<file path="config.mk">
export PLATFORM = sky130hd
export DESIGN_NAME = grot_ctrl
export DESIGN_NICKNAME = d
export VERILOG_FILES = /design/src/rtl/core/grot_pkg.sv /design/src/rtl/core/grot_ctrl.sv
export SDC_FILE = /design/constraint.sdc
export NUM_CORES = 1
export LEC_CHECK = 0
export BUFFER_PORTS_ARGS = -buffer_cell sky130_fd_sc_hd__buf_2
export CAP_MARGIN = 20
export CORE_AREA = 5 5 51 53
export CTS_CLUSTER_DIAMETER = 80
export DETAILED_ROUTE_END_ITERATION = 6
export DIE_AREA = 0 0 56 58
export PLACE_DENSITY = 0.67
export SYNTH_ARGS = -nofsm -noshare
export SYNTH_HDL_FRONTEND = slang
export SYNTH_SLANG_ARGS = --single-unit
</file>
<file path="constraint.sdc">
create_clock -name clk -period 1.4 [get_ports clk]
set_input_delay 0.07 -clock clk [delete_from_list [all_inputs] [get_ports clk]]
set_output_delay 0.07 -clock clk [all_outputs]
set_load 0.1 [all_outputs]
</file>
<file path="src/rtl/core/grot_pkg.sv">
`default_nettype none

package grot_pkg;

	// Default grid size
	localparam int GRID_W_DEF = 16;
	localparam int GRID_H_DEF = 16;

	// Width of internal coordinate arithmetic (anchor plus size, grid edge up to 64)
	localparam int CW = 7;

	// Operation codes on the op port
	typedef enum logic [1:0] {
		OP_PLACE  = 2'd0,
		OP_REMOVE = 2'd1,
		OP_LOOKUP = 2'd2,
		OP_CLEAR  = 2'd3
	} op_t;

	// One grid cell as held in the cell memory
	typedef struct packed {
		logic        valid;
		logic [15:0] tag;
		logic [3:0]  ax;
		logic [3:0]  ay;
		logic [4:0]  sx;
		logic [4:0]  sy;
	} cell_t;

	localparam int CELL_BITS = $bits(cell_t);

	// Source of the rectangle that the cell cursor walks
	typedef enum logic [1:0] {
		RECT_GRID  = 2'd0,
		RECT_PLACE = 2'd1,
		RECT_FOUND = 2'd2
	} rect_sel_t;

	// Controller states
	typedef enum logic [3:0] {
		ST_INIT,
		ST_IDLE,
		ST_DECODE,
		ST_PROBE,
		ST_CHECK,
		ST_CHECK_TAIL,
		ST_WRITE,
		ST_FREE,
		ST_CLEAR,
		ST_RESP
	} state_t;

	// Commands from controller to datapath
	typedef struct packed {
		logic      in_load;
		logic      found_clr;
		logic      found_load;
		logic      rect_load;
		rect_sel_t rect_sel;
		logic      step;
		logic      probe;
		logic      rd_en;
		logic      wr_en;
		logic      wr_place;
		logic      out_load;
		logic      out_ok;
	} dp_cmd_t;

	// Status from datapath to controller
	typedef struct packed {
		op_t  op;
		logic last;
		logic rd_valid;
		logic place_ok;
		logic in_grid;
		logic out_busy;
	} dp_stat_t;

endpackage

`default_nettype wire

</file>
<file path="src/rtl/core/grot_ctrl.sv">
`default_nettype none

module grot_ctrl (
	input  logic               clk,
	input  logic               arst_n,
	input  logic               in_valid,
	output logic               in_stall,
	input  grot_pkg::dp_stat_t stat,
	output grot_pkg::dp_cmd_t  cmd
);

	import grot_pkg::*;

	state_t state_q;
	state_t state_d;
	logic   ok_q;
	logic   ok_d;
	logic   pend_q;

	// State, result flag and read-pending flag
	always_ff @(posedge clk or negedge arst_n) begin
		if (!arst_n) begin
			state_q <= ST_INIT;
			ok_q    <= 1'b0;
			pend_q  <= 1'b0;
		end else begin
			state_q <= state_d;
			ok_q    <= ok_d;
			pend_q  <= (state_q == ST_CHECK);
		end
	end

	// Next state and datapath commands
	always_comb begin
		state_d      = state_q;
		ok_d         = ok_q;
		cmd          = '0;
		cmd.rect_sel = RECT_GRID;
		in_stall     = 1'b1;
		unique case (state_q)
			ST_INIT: begin
				cmd.wr_en = 1'b1;
				cmd.step  = 1'b1;
				if (stat.last) begin
					state_d = ST_IDLE;
				end
			end
			ST_IDLE: begin
				in_stall    = 1'b0;
				cmd.in_load = in_valid;
				if (in_valid) begin
					state_d = ST_DECODE;
				end
			end
			ST_DECODE: begin
				cmd.found_clr = 1'b1;
				unique case (stat.op) inside
					OP_PLACE: begin
						if (stat.place_ok) begin
							cmd.rect_load = 1'b1;
							cmd.rect_sel  = RECT_PLACE;
							state_d       = ST_CHECK;
						end else begin
							ok_d    = 1'b0;
							state_d = ST_RESP;
						end
					end
					OP_REMOVE, OP_LOOKUP: begin
						if (stat.in_grid) begin
							cmd.probe = 1'b1;
							cmd.rd_en = 1'b1;
							state_d   = ST_PROBE;
						end else begin
							ok_d    = 1'b0;
							state_d = ST_RESP;
						end
					end
					OP_CLEAR: begin
						cmd.rect_load = 1'b1;
						cmd.rect_sel  = RECT_GRID;
						state_d       = ST_CLEAR;
					end
					default: begin
						state_d = ST_RESP;
					end
				endcase
			end
			ST_PROBE: begin
				if (stat.rd_valid) begin
					cmd.found_load = 1'b1;
					ok_d           = 1'b1;
					if (stat.op == OP_REMOVE) begin
						cmd.rect_load = 1'b1;
						cmd.rect_sel  = RECT_FOUND;
						state_d       = ST_FREE;
					end else begin
						state_d = ST_RESP;
					end
				end else begin
					ok_d    = 1'b0;
					state_d = ST_RESP;
				end
			end
			ST_CHECK: begin
				// Stop at the first taken cell, else keep issuing reads
				if (pend_q && stat.rd_valid) begin
					ok_d    = 1'b0;
					state_d = ST_RESP;
				end else begin
					cmd.rd_en = 1'b1;
					cmd.step  = 1'b1;
					if (stat.last) begin
						state_d = ST_CHECK_TAIL;
					end
				end
			end
			ST_CHECK_TAIL: begin
				if (stat.rd_valid) begin
					ok_d    = 1'b0;
					state_d = ST_RESP;
				end else begin
					cmd.rect_load = 1'b1;
					cmd.rect_sel  = RECT_PLACE;
					state_d       = ST_WRITE;
				end
			end
			ST_WRITE: begin
				cmd.wr_en    = 1'b1;
				cmd.wr_place = 1'b1;
				cmd.step     = 1'b1;
				if (stat.last) begin
					ok_d    = 1'b1;
					state_d = ST_RESP;
				end
			end
			ST_FREE: begin
				cmd.wr_en = 1'b1;
				cmd.step  = 1'b1;
				if (stat.last) begin
					state_d = ST_RESP;
				end
			end
			ST_CLEAR: begin
				cmd.wr_en = 1'b1;
				cmd.step  = 1'b1;
				if (stat.last) begin
					ok_d    = 1'b1;
					state_d = ST_RESP;
				end
			end
			ST_RESP: begin
				// Hand the result over once the output register is free
				if (!stat.out_busy) begin
					cmd.out_load = 1'b1;
					cmd.out_ok   = ok_q;
					state_d      = ST_IDLE;
				end
			end
			default: begin
				state_d = ST_IDLE;
			end
		endcase
	end

endmodule

`default_nettype wire

</file>
==> results of run 1 <==
==> placed cells by master (no fill, tap or decap), types with 3 or more instances in the layout <==
cell type / Yosys / final
o211ai_1: 3 / 3
buf_12: 0 / 16
buf_4: 0 / 38
dfrtp_1: 6 / 3
a21oi_1: 3 / 3
buf_2: 4 / 9
nand2_1: 8 / 4
clkbuf_4: 0 / 3
dfrtp_2: 0 / 3
inv_1: 8 / 4
nor2b_4: 0 / 4
nand2b_4: 0 / 4
buf_6: 1 / 20
clkinvlp_4: 0 / 3
nor2_4: 0 / 4
ha_1: 3 / 3
==> power groups by stage <==
stage	clock, mW	sequential, mW	combinational, mW
floorplan	0	0.297	1.66
CTS	0.177	0.345	3.45
finish	0.182	0.373	3.92
detailed placement	0	0.342	2.83
global route	0.185	0.372	4.05
global placement	0	0.340	2.78
==> routing by layer <==
layer  share of wire  global-route usage
met5               0                   0
met4           0.054               0.146
met3           0.069              0.0468
met2            0.51               0.449
met1            0.37               0.240
==> worst max-delay path, delay by kind of cell (launching register included) <==
kind | cells | cell delay (ns)
and+or+nand+nor | 3 | 0.28
buffers and inverters | 6 | 0.73
DFF | 1 | 0.42
==> state kept, by name, indices dropped and copies added (netlist names) <==
name     count
state_q      4
ok_q         1
pend_q       1
==> through the flow <==
step,area (um^2),utilization
floorplan,830,-
detailed placement,1500,0.712
global placement,1500,0.712
global route,1920,0.911
finish,1920,0.911
CTS,1800,0.853
==> cell type report <==
class | instances | area share
timing repair buffer | 84 | 0.462
inverter | 8 | 0.0241
sequential | 6 | 0.0802
multi-input combinational | 74 | 0.404
clock buffer | 3 | 0.0117
tap | 28 | 0.0183
==> cells by family (layout without fill, tap and decap cells) <==
kind of cell	count (synthesis)	in the layout	synth area share
AO/OA/AOI/OAI	28	28	0.279
multiplexers	3	3	0.0482
flip-flops	6	6	0.214
AND/OR/NAND/NOR	40	40	0.318
adder cells (fa/ha/maj)	3	3	0.0536
buffers and inverters	13	95	0.0875
==> worst max path at each step <==
stage / from / endpoint / slack [ns]
2_1_floorplan: state_q[0]$_DFFE_PN0P_ / ok_q$_DFFE_PN0P_ / -0.59
4_1_cts: state_q[2]$_DFFE_PN0P_ / cmd[9] / -0.32
5_1_grt: state_q[1]$_DFFE_PN0P_ / cmd[9] / -0.39
3_5_place_dp: state_q[1]$_DFFE_PN0P_ / state_q[0]$_DFFE_PN0P_ / -0.24
3_3_place_gp: state_q[3]$_DFFE_PN0P_ / state_q[1]$_DFFE_PN0P_ / -0.18
6_report: state_q[2]$_DFFE_PN0P_ / cmd[5] / -0.37
==> timing repair <==
action                                  4_1_cts  5_1_grt
buffers inserted                             11       10
gates resized for setup                      48       18
endpoints found under the setup margin       19       19
endpoints found under the hold margin         6        0
pin swaps                                    13       10
hold buffers                                  1        0
==> results.md, run 1 <==
* Status: complete, but fails checks
* Violated checks: negative setup slack
* Reg2reg setup slack at -0.32 ns
* Combinational fraction of design power at 0.876
* CP arrival at 1.70 ns
* Seq. cell area at 154 um^2
* # rows at 17
* Worst-path clk slew at roughly 0.060 ns
* Flop pwr share at 0.083
* Net Sw Frac at 0.502
* Fin crit share at 1.26
* RSZ-0062 raised after global routing: true
* Drt wl/cell at between 20 and 25 um
* Inst Count DP at approximately 180
* Min-delay worst type: in -> async
* Worst Max-Slew Pin Slew at approximately 0.35 ns
* Post-synth top flop: dfrtp_1
* Max Fclk at ~0.57 GHz
* Max stage delay on crit path at 0.42 ns
* Synthesis Warnings at 0
* Rel. slew slack at 0.770
* Vias per cell at 5.67
* Antenna violations before repair at 0
* Syn Area/Cell at roughly 7.5 um^2
* Cell Area, Synth at ~700 um^2
* P_leak at 0.866 nW
* Clock Tree Root: clkbuf_4
* HPWL after detailed placement at 2280 um
* Finished Layout Cells at 203
* Power Total at 4.47 mW
* Setup TNS at -5.34 ns
* Initial drt markers at 55
* EDFF count, synth at 0
* Data required time of the worst path at 1.33 ns
* Async SR Flop Fraction at 1.00
* Routed Antenna Nets at 0
* Gr usage total at 0.238
* WS Path Type: reg -> out
* Largest net degree at the start of global routing at 12
* Clk sinks at 6
* Final WS setup at -0.368 ns
* Multi-input gate area at 774 um^2
* Die height at around 58 um
* Register bit total from synthesis at 6
* Core footprint at 0.00211 mm^2
* Via count at 1,152
* Share of the synthesized area in the top cell type at 0.214
* CTS buffer count at 3
* Antenna cells at 0
* Area Overhead vs Synth at 174%
* Gpl congestion at 1.01
* Routed WL at 4350 um
* Worst setup SP type: flop
* Wire length of the first global-routing pass at 5860 um
* Path depth of the worst reg2reg path at 5
* Commonest cells post-synth: 8 x inv_1, 8 x nand2_1, 8 x nor2b_1
* FF-to-FF End: ok_q$_DFFE_PN0P_
* Initial Util at 0.333
* Critical path peak fanout at 5
* Final min period at 1.77 ns
* # fillers at 91
* # IOs at 24
* Slowest-stage cell, CP: dfrtp_1
* P_sw at 2.25 mW
* Pwr/cell area at 2330 mW/mm^2
* Internal at 2.23 mW
* Sequential area share after synthesis at 0.214
* Max-slew violations at 0
* Nets at 190
* Total of max-cap violations at 0
* Clock power share at 0.041
* Pre-CTS WS at -0.244 ns
* Area contributors post-synth: dfrtp_1 21%, nor2b_1 7.1%, ha_1 5.4%
* TritonCTS clock tree: built
* Total gr overflow at 0
* Vias in the first global route at 1,188
* Critical Path End Type: primary output
* Syn nets at ~110
* Largest area contributor in the netlist: dfrtp_1
* DRC viols at 0
* Finish-stage setup viols at 19
* Worst hold margin at 0.177 ns
* Setup Skew at 0.0142 ns
* Peak VDD IR at 1.67 mV
* 1st-pass router iterations at 4
* Post-synthesis cell count at 93
* Clock Tree Buf Depth at 2
* IO buf count at 23
* Final Hold Fails at 0
* Yosys cell types at 35
* Crit-path cells: buf_6 -> nor2_4 -> nand2b_4 -> clkinvlp_4 -> buf_6 -> nand3_4 -> buf_12 -> clkinvlp_4 -> buf_12
* Worst-Skew Late Latency at 0.27 ns
* FF-to-FF Start: state_q[3]$_DFFE_PN0P_
* Die area at 0.00325 mm^2
* H-Tree Depth at 1
* Layout cells sized above 1 at 0.771
* Die Wd at 56 um
No activity file was read; power rests on OpenSTA's default activity.
==> run 2, diff against run 1 <==
- SETUP_SLACK_MARGIN: not set -> 0.5
- SKIP_CTS_REPAIR_TIMING: not set -> 1
==> run 2 against run 1 <==
Effect of this change: the flow still finishes with violations (negative setup slack); register-to-register slack improved by 0.04 ns; clock power about the same; maximum frequency increased by 3.0%.
==> results.md, run 2 (same netlist as run 1, synthesis figures left out) <==
* TritonCTS clock tree: built
* Initial drt markers at 42
* Rel. slew slack at 0.804
* Worst setup SP type: flop
* Status: complete, but fails checks
* Power Total at just under 4 mW
* Vias in the first global route at 913
* Largest registers: state_q x4, ok_q x1, pend_q x1
* Worst-Skew Late Latency at between 0.2 and 0.3 ns
* H-Tree Depth at 1
* Worst hold margin at 0.165 ns
* Initial Util at 0.333
* Total of max-cap violations at 0
* Fin crit share at 1.23
* Core footprint at 0.00211 mm^2
* Drt wl/cell at roughly 19 um
* Worst-path clk slew at ~0.060 ns
* Total gr overflow at 0
* DRC viols at 0
* Area Overhead vs Synth at 143%
* Final min period at 1.72 ns
* Most common cell after layout, fill and taps aside: buf_4
* Peak VDD IR at 1.57 mV
* Worst Max-Slew Pin Slew at 0.292 ns
* Critical Path End Type: primary output
* P_sw at between 2 and 2.5 mW
* Die area at 0.00325 mm^2
* Routed Antenna Nets at 0
* Crit path top cell by count: buf_6
* Internal at 1.88 mW
* Data required time of the worst path at between 1 and 1.5 ns
* Antenna cells at 0
* CP arrival at 1.65 ns
* Largest Register: state_q
* IO buf count at 23
* Final WS setup at -0.317 ns
* Clk sinks at 6
* Clock Tree Buf Depth at 2
* Layout cells sized above 1 at 0.718
* Die Wd at 56 um
* 1st-pass router iterations at 4
* Finish-stage setup viols at 18
* Net Sw Frac at 0.519
* Min-delay worst type: in -> async
* Clock Tree Root: clkbuf_4
* Vias per cell at 5.55
* Pwr/cell area at 2290 mW/mm^2
* P_leak at 0.763 nW
* Max stage delay on crit path at 0.47 ns
* Critical path's top delay family: simple AND/OR/NAND/NOR gates
* Via count at 1,022
* Flop pwr share at 0.093
* WS Path Type: reg -> out
* Max FFs per register at 4
* Max Fclk at about 0.6 GHz
* Die height at 58 um
* Wire length of the first global-routing pass at 4460 um
* Slowest-stage cell, CP: dfrtp_2
* Final Hold Fails at 0
* RSZ-0062 raised after global routing: true
* Gpl congestion at 0.893
* HPWL after detailed placement at 2220 um
* Largest net degree at the start of global routing at 13
* Gr usage total at 0.175
* Nets at 171
* Critical path peak fanout at 6
* Combinational fraction of design power at 0.861
* Antenna violations before repair at 0
* Setup Skew at 0.0109 ns
* Commonest cells after routing, fill and taps aside: 26 x buf_4, 15 x buf_6, 14 x buf_12, 9 x buf_2, 5 x nand2_1
* CTS buffer count at 3
* Crit-path cells: buf_6 -> nor2b_4 -> buf_6 -> nand2_4 -> nor2_4 -> and2_4 -> buf_12
* # IOs at 24
* Clock power share at 0.046
* Max-slew violations at 0
* Violated checks: negative setup slack
* Routed WL at around 3500 um
* CP bufs+invs at 3
* # rows at 17
-- run 2: cell count changes in the layout (fill, tap and decap cells not counted), sizes merged --
cell | before | now
buf | 83 | 64
-- run 2: worst paths after layout --
path                                   startpoint                      to  slack [ns]  cells after the start
setup / recovery           state_q[3]$_DFFE_PN0P_                  cmd[0]       -0.32                      7
hold / removal                             arst_n  state_q[0]$_DFFE_PN0P_        0.17                      2
setup reg to reg           state_q[3]$_DFFE_PN0P_  state_q[3]$_DFFE_PN0P_       -0.28                      7
hold reg to reg                  ok_q$_DFFE_PN0P_        ok_q$_DFFE_PN0P_        0.57                      1
max in group asynchronous                  arst_n  state_q[1]$_DFFE_PN0P_        1.04                      2
min in group clk                          stat[4]        ok_q$_DFFE_PN0P_        0.33                      4
-- run 2: cell type report --
cell class / instances / area [um^2]
tap: 28 / 35.0
multi-input combinational: 74 / 753
clock buffer: 3 / 22.5
inverter: 8 / 41.3
fill: 127 / 400
timing repair buffer: 65 / 699
sequential: 6 / 154
-- run 2: layer usage --
layer  part of all wire  vias to the layer above  GRT usage
met5                  0                        -          0
met4              0.027                        0     0.0712
met3              0.060                       11     0.0445
met2               0.54                       45      0.321
met1               0.37                      497      0.192
li1                   -                      469          -
-- run 2: metrics by stage --
step	TNS, ns	utilization	instances	setup slack [ns]	area [um^2]
6_report	-4.17	0.810	184	-0.317	1710
3_3_place_gp	-0.874	0.652	167	-0.149	1370
2_1_floorplan	-4.12	-	93	-0.593	833
4_1_cts	-4.91	0.663	170	-0.386	1400
5_1_grt	-4.97	0.810	184	-0.377	1710
3_5_place_dp	-1.34	0.652	167	-0.247	1370
-- run 2: power groups by stage --
stage | clock (mW) | sequential, mW | combinational (mW)
after floorplan | 0 | 0.297 | 1.67
after global placement | 0 | 0.341 | 2.58
after detailed placement | 0 | 0.346 | 2.62
after CTS | 0.175 | 0.343 | 2.63
after global routing | 0.195 | 0.374 | 3.50
final | 0.180 | 0.364 | 3.37
